--- src/hw/rtl/tsrr_pkg.sv ---
`timescale 1ns / 1ps

package tsrr_pkg;

  localparam int SLOT_COUNT = 8;
  localparam int SLOT_W     = (SLOT_COUNT > 1) ? $clog2(SLOT_COUNT) : 1;
  localparam int IDX_W      = 3;
  localparam int CMP_W      = ((SLOT_W > IDX_W) ? SLOT_W : IDX_W) + 1;
  localparam int SUM_W      = SLOT_W + 1;
  localparam int TGT_W      = 64;
  localparam int FLAG_W     = 32;

  localparam logic [3:0] ACTIVE_MASK = 4'hF;

  typedef enum logic [1:0] {
    KIND_ZERO,
    KIND_CMD,
    KIND_TABLE
  } res_kind_t;

  typedef struct packed {
    logic capture;
    logic calc;
    logic load;
  } dp_cmd_t;

  typedef struct packed {
    logic out_free;
  } dp_stat_t;

endpackage

--- src/hw/rtl/task_slot_round_robin_picker.sv ---
`timescale 1ns / 1ps

// Channel  Direction  Handshake            Word
// in_      input      in_valid/in_ready    req_type, target_context, slot_index,
//                                          activity_flags, current_slot
// out_     output     out_valid/out_ready  switch_target
//
// Each word passes through a calc state, which updates the slot table and runs the
// rotating-priority search, and a load state, which fetches the chosen target into the output register.
// The next word is taken in the load state when the output register is free.
// Synchronous active-low reset marks every slot inactive.
// A stalled output holds the controller in its load state until out_ready.

module task_slot_round_robin_picker import tsrr_pkg::*; (
  input  logic              clk,
  input  logic              rst_n,
  input  logic              in_valid,
  output logic              in_ready,
  input  logic              in_req_type,
  input  logic [TGT_W-1:0]  in_target_context,
  input  logic [IDX_W-1:0]  in_slot_index,
  input  logic [FLAG_W-1:0] in_activity_flags,
  input  logic [IDX_W-1:0]  in_current_slot,
  output logic              out_valid,
  input  logic              out_ready,
  output logic [TGT_W-1:0]  out_switch_target
);

  dp_cmd_t  cmd;
  dp_stat_t stat;

  tsrr_ctrl u_ctrl (
    .clk      (clk),
    .rst_n    (rst_n),
    .in_valid (in_valid),
    .in_ready (in_ready),
    .stat     (stat),
    .cmd      (cmd)
  );

  tsrr_dp u_dp (
    .clk               (clk),
    .rst_n             (rst_n),
    .cmd               (cmd),
    .stat              (stat),
    .in_req_type       (in_req_type),
    .in_target_context (in_target_context),
    .in_slot_index     (in_slot_index),
    .in_activity_flags (in_activity_flags),
    .in_current_slot   (in_current_slot),
    .out_valid         (out_valid),
    .out_ready         (out_ready),
    .out_switch_target (out_switch_target)
  );

endmodule

--- src/hw/rtl/tsrr_ctrl.sv ---
`timescale 1ns / 1ps

module tsrr_ctrl import tsrr_pkg::*; (
  input  logic     clk,
  input  logic     rst_n,
  input  logic     in_valid,
  output logic     in_ready,
  input  dp_stat_t stat,
  output dp_cmd_t  cmd
);

  typedef enum logic [2:0] {
    ST_IDLE = 3'b001,
    ST_CALC = 3'b010,
    ST_LOAD = 3'b100
  } state_t;

  state_t state_r;
  state_t state_nxt;

  // A new word may enter while the previous result moves to the output register.
  assign in_ready    = rst_n &&
                       ((state_r == ST_IDLE) || ((state_r == ST_LOAD) && stat.out_free));
  assign cmd.capture = in_valid && in_ready;
  assign cmd.calc    = (state_r == ST_CALC);
  assign cmd.load    = (state_r == ST_LOAD) && stat.out_free;

  always_comb begin
    state_nxt = state_r;
    case (state_r)
      ST_IDLE: begin
        if (cmd.capture) state_nxt = ST_CALC;
      end
      ST_CALC: begin
        state_nxt = ST_LOAD;
      end
      ST_LOAD: begin
        if (stat.out_free) state_nxt = cmd.capture ? ST_CALC : ST_IDLE;
      end
      default: begin
        state_nxt = ST_IDLE;
      end
    endcase
  end

  always_ff @(posedge clk) begin
    if (!rst_n) begin
      state_r <= ST_IDLE;
    end else begin
      state_r <= state_nxt;
    end
  end

endmodule

--- src/hw/rtl/tsrr_dp.sv ---
`timescale 1ns / 1ps

module tsrr_dp import tsrr_pkg::*; (
  input  logic              clk,
  input  logic              rst_n,
  input  dp_cmd_t           cmd,
  output dp_stat_t          stat,
  input  logic              in_req_type,
  input  logic [TGT_W-1:0]  in_target_context,
  input  logic [IDX_W-1:0]  in_slot_index,
  input  logic [FLAG_W-1:0] in_activity_flags,
  input  logic [IDX_W-1:0]  in_current_slot,
  output logic              out_valid,
  input  logic              out_ready,
  output logic [TGT_W-1:0]  out_switch_target
);

  logic              req_r;
  logic [TGT_W-1:0]  tgt_r;
  logic [IDX_W-1:0]  idx_r;
  logic              act_in_r;
  logic [IDX_W-1:0]  cur_r;

  logic [SLOT_COUNT-1:0] active_r;
  logic [TGT_W-1:0]      tgt_tab_r [SLOT_COUNT];

  res_kind_t         kind_r;
  res_kind_t         kind_nxt;
  logic [SLOT_W-1:0] pick_r;
  logic [SLOT_W-1:0] pick_nxt;

  logic              out_valid_r;
  logic [TGT_W-1:0]  out_target_r;

  logic [CMP_W-1:0]        idx_ext;
  logic [CMP_W-1:0]        cur_ext;
  logic                    idx_ok;
  logic                    cur_ok;
  logic [SLOT_W-1:0]       idx_slot;
  logic [SLOT_W-1:0]       cur_slot;
  logic [SLOT_W-1:0]       start;
  logic [SLOT_COUNT-1:0]   excl;
  logic [SLOT_COUNT-1:0]   act_m;
  logic [2*SLOT_COUNT-1:0] dbl_sh;
  logic [SLOT_COUNT-1:0]   rot;
  logic [SLOT_W-1:0]       off;
  logic                    hit;
  logic [SUM_W-1:0]        sum;
  logic                    tgt_nz;

  assign stat.out_free     = !out_valid_r || out_ready;
  assign out_valid         = out_valid_r;
  assign out_switch_target = out_target_r;

  assign idx_ext  = CMP_W'(idx_r);
  assign cur_ext  = CMP_W'(cur_r);
  assign idx_ok   = idx_ext < CMP_W'(SLOT_COUNT);
  assign cur_ok   = cur_ext < CMP_W'(SLOT_COUNT);
  assign idx_slot = idx_ext[SLOT_W-1:0];
  assign cur_slot = cur_ext[SLOT_W-1:0];
  assign tgt_nz   = (tgt_r != '0);

  // The scan starts after the running slot and never returns it; with the
  // running slot out of range it covers every slot from zero.
  assign start  = !cur_ok ? '0 :
                  (cur_slot == SLOT_W'(SLOT_COUNT - 1)) ? '0 : cur_slot + 1'b1;
  assign excl   = cur_ok ? (SLOT_COUNT'(1) << cur_slot) : '0;
  assign act_m  = active_r & ~excl;
  assign dbl_sh = {act_m, act_m} >> start;
  assign rot    = dbl_sh[SLOT_COUNT-1:0];
  assign hit    = |rot;

  always_comb begin
    off = '0;
    for (int i = SLOT_COUNT - 1; i >= 0; i--) begin
      if (rot[i]) off = SLOT_W'(i);
    end
  end

  assign sum = SUM_W'(start) + SUM_W'(off);

  always_comb begin
    if (sum >= SUM_W'(SLOT_COUNT)) begin
      pick_nxt = SLOT_W'(sum - SUM_W'(SLOT_COUNT));
    end else begin
      pick_nxt = sum[SLOT_W-1:0];
    end
  end

  always_comb begin
    if (!req_r) begin
      kind_nxt = KIND_ZERO;
    end else if (tgt_nz) begin
      kind_nxt = act_in_r ? KIND_CMD : KIND_ZERO;
    end else begin
      kind_nxt = hit ? KIND_TABLE : KIND_ZERO;
    end
  end

  always_ff @(posedge clk) begin
    if (cmd.capture) begin
      req_r    <= in_req_type;
      tgt_r    <= in_target_context;
      idx_r    <= in_slot_index;
      act_in_r <= |(in_activity_flags[3:0] & ACTIVE_MASK);
      cur_r    <= in_current_slot;
    end
    if (cmd.calc) begin
      kind_r <= kind_nxt;
      pick_r <= pick_nxt;
      if (req_r && tgt_nz && idx_ok) begin
        tgt_tab_r[idx_slot] <= tgt_r;
      end
    end
    if (cmd.load) begin
      case (kind_r)
        KIND_CMD:   out_target_r <= tgt_r;
        KIND_TABLE: out_target_r <= tgt_tab_r[pick_r];
        default:    out_target_r <= '0;
      endcase
    end
  end

  // Only the active bits need reset: a target is read only behind its active bit.
  always_ff @(posedge clk) begin
    if (!rst_n) begin
      active_r    <= '0;
      out_valid_r <= 1'b0;
    end else begin
      if (cmd.calc && req_r && tgt_nz && idx_ok) begin
        active_r[idx_slot] <= act_in_r;
      end
      if (cmd.load) begin
        out_valid_r <= 1'b1;
      end else if (out_ready) begin
        out_valid_r <= 1'b0;
      end
    end
  end

endmodule
--- config.mk ---
export PLATFORM = sky130hd
export DESIGN_NAME = task_slot_round_robin_picker
export DESIGN_NICKNAME = d
export VERILOG_FILES = /design/src/hw/rtl/tsrr_pkg.sv /design/src/hw/rtl/task_slot_round_robin_picker.sv /design/src/hw/rtl/tsrr_ctrl.sv /design/src/hw/rtl/tsrr_dp.sv
export SDC_FILE = /design/constraint.sdc
export NUM_CORES = 1
export LEC_CHECK = 0
export BUFFER_PORTS_ARGS = -buffer_cell sky130_fd_sc_hd__buf_2
export CORE_ASPECT_RATIO = 0.75
export CORE_UTILIZATION = 28
export CTS_BUF_LIST = sky130_fd_sc_hd__clkbuf_16
export DETAILED_ROUTE_END_ITERATION = 10
export SLEW_MARGIN = 20
export SYNTH_ARGS = -nofsm -noshare
export SYNTH_HDL_FRONTEND = slang
export SYNTH_SLANG_ARGS = --single-unit
--- constraint.sdc ---
create_clock -name clk -period 11.2 [get_ports clk]
set_input_delay 2.24 -clock clk [delete_from_list [all_inputs] [get_ports clk]]
set_output_delay 2.24 -clock clk [all_outputs]
set_load 0.02 [all_outputs]
==> results.toml <==
[logic_synthesis]
yosys_warnings = 0
synth_edf_count = 653
avgSynthCellArea_sq_um = 21.1
netlist_area_sq_um = 25600
synth.distinct_cells = 50
yosysSeqAreaShare = 0.777
synthArstFlopShare = 0
syn_nets = 1330
syn_inst = 1213
synth_seq_cells = 668
synth_flop_cell = "edfxtp_1"

[final_layout]
final_nets = 1506
fillers = 8548
drive_gt1_frac = 0.334
finish.utilization = 0.334
area.growth.synth_to_final_pct = 17.5

[routing]
wl_um = 59300
vias_per_cell = 4.66
postRouteAntennaNets = 0
wl_per_cell_um = 22.3
drc = 0
dr.pass1.iters = 5
vias = 12400
dr.first_iter.drc_count = 972

[power]
p_sw_w = 0.00106
ir_drop_uv = 116
sw_frac_of_total = 0.205
pwr-share-clk = 0.434
power_leakage_nw = 9.58
combPwrFrac = 0.028
intPower_w = 0.00413
seq_power_share = 0.538
cellPowerDensity_nw_per_um2 = 172

[timing]
setup_viol = 0
hold_ws_ns = 0.478
hold_viol = 0
finalCritPeriodShare = 0.480
max_slew_margin = 0.296
final-max-slew-violation-count = 0
worst_slew_pin_slew_ns = 1.06
fin_tns_setup_ns = 0
rsz0062_at_grt = "false"
fin_skew_ns = 0.0221
period_needed_ns = 5.37
max_freq_ghz = 0.186

[clocking]
cts_buffers = 70
insertion_delay_ns = 0.61
cts.sinks = 668
cts_setup_buffers = 0
cts_buffer_depth = 3
hold_buffers = 0
clk_pin_slew_worst_paths_ns = 0.06
post_cts_resized = 0
cts_root_buffer = "clkbuf_16"
h-tree-depth = 3
cts_tree = "yes"

[grt]
grt_max_degree = 67
antenna_found_initial = 7
grt_pass1_wl_um = 87700
grt_pass1_vias = 13300
track_usage = 0.129
gr-total-overflow = 0

[worst_setup_path]
crit_start = "out_ready"
path_class = "primary input to output port"
reg2reg_depth = 7
cp-end-kind = "output port"
cp_data_arrival_time_ns = 3.13
critPathCapture = "in_ready"
crit_fanout = 5
rrSetupSlack_ns = 7.16
r2r_end = "u_dp.tgt_tab_r[7][41]"
r2r-start = "u_dp.tgt_r[25]"
startpoint_type = "primary input"
crit_required_ns = 8.96

[floorplan]
boundaryPins = 173
rows = 95
die_y_um = 264
start_util = 0.285
die_w_um = 351
core-area_sq_um = 90100
die-area_sq_um = 92800

[hold_path]
hold_class = "flop to flop"

[placed_design]
io_buffers = 144
place.gp.congestion = 0.751
hpwl_um = 32200

[flow_run]
drv_cap = 0

[outcome]
outcome = "completed"
## synth_stat cells (all sizes together), types with 11 or more instances
cell type | number | share of area
nand2 | 12 | 0.0018
a22oi | 64 | 0.019
inv | 12 | 0.0018
nor2 | 74 | 0.011
mux4 | 129 | 0.11
clkbuf | 37 | 0.0054
dfxtp | 15 | 0.012
mux2i | 11 | 0.0043
edfxtp | 653 | 0.76
buf | 25 | 0.0043
nor4 | 18 | 0.0044
mux2 | 69 | 0.030
## worst min path at each step
stage	start	end	depth (start not counted)
final	u_dp.pick_r[0]	flop	1
after global routing	u_dp.pick_r[0]	flop	1
after CTS	u_dp.pick_r[0]	flop	1
after detailed placement	u_dp.pick_r[2]	flop	1
after global placement	u_dp.pick_r[2]	flop	1
after floorplan	u_dp.pick_r[2]	flop	1
## kinds of logic after synthesis
kind of cell | share of synthesized area
flip-flops | 0.777
multiplexers | 0.148
adder cells (fa/ha/maj) | 0.00556
AO/OA/AOI/OAI | 0.0294
buffers and inverters | 0.0115
XOR/XNOR | 0.000635
AND/OR/NAND/NOR | 0.0285
## flip-flops by register name, indices dropped and copies added (netlist names), named ones only
register,count
u_dp.pick_r,3
u_dp.out_valid,1
u_dp.tgt_tab_r,512
u_dp.tgt_r,64
u_ctrl.state_r,3
u_dp.act_in_r,1
u_dp.cur_r,3
u_dp.req_r,1
u_dp.kind_r,2
u_dp.idx_r,3
u_dp.out_switch_target,64
u_dp.active_r,8
## worst max-delay path, cell delays in order
cell and delay, ns:
buf_2 0.07, nor2b_1 0.08, nor3_1 0.15, a21oi_1 0.06, nor3b_1 0.30, buf_2 0.23
## metrics by stage
stage	worst slack (ns)	instances	power (W)	area, sq um
after detailed placement	5.81	2529	0.00299	27900
final	5.83	2656	0.00519	30100
after global placement	5.76	2529	0.00299	27900
after CTS	5.81	2655	0.00527	30100
after global routing	5.72	2655	0.00537	30100
after floorplan	3.19	1213	0.00293	25600
## cell usage in the layout (no fill, tap or decap), types with 2 or more instances in the layout
cell,count
and3b_4,2
clkinv_1,15
nor3b_1,3
bufinv_16,5
nor3_2,2
nand2b_1,5
edfxtp_1,653
a221o_1,2
clkinv_8,2
a21oi_1,10
a22oi_1,64
nor2b_1,9
nor4_1,17
dfxtp_1,12
clkbuf_16,73
dfxtp_4,3
mux2_2,68
clkinvlp_4,2
nand4_1,5
inv_1,25
nor3b_2,3
a21boi_0,6
ha_4,2
o21ai_0,10
nand2_1,12
and2_1,2
mux4_2,129
nor2_1,73
mux2i_1,11
clkinv_4,2
ha_1,7
buf_4,21
clkinv_2,10
nor3_1,3
inv_6,2
buf_2,144
## layer usage
| layer | track usage | share of wire |
|---|---|---|
| met1 | 0.181 | 0.46 |
| met2 | 0.200 | 0.47 |
| met3 | 0.0286 | 0.056 |
| met4 | 0.0349 | 0.017 |
| met5 | 0 | 0 |
## power by group through the flow
| stage | registers (W) | logic (W) | clock network, W |
|---|---|---|---|
| after CTS | 0.00279 | 0.000148 | 0.00233 |
| final | 0.00279 | 0.000144 | 0.00225 |
| after floorplan | 0.00283 | 0.000105 | 0 |
| after global routing | 0.00280 | 0.000158 | 0.00241 |
| after detailed placement | 0.00285 | 0.000147 | 0 |
| after global placement | 0.00284 | 0.000146 | 0 |
## cell type report
| type | count | area (sq um) | share of cell area |
|---|---|---|---|
| flip-flops and latches | 668 | 19900 | 0.662 |
| clock inverters | 53 | 403 | 0.0134 |
| well taps | 1212 | 1520 | 0.0504 |
| repair buffers | 166 | 890 | 0.0295 |
| diodes | 1 | 2.50 | 0.0000831 |
| inverters | 12 | 45.0 | 0.00150 |
| multi-input cells | 471 | 5510 | 0.183 |
| clock buffers | 73 | 1830 | 0.0607 |
(Power assumes the default switching activity.)
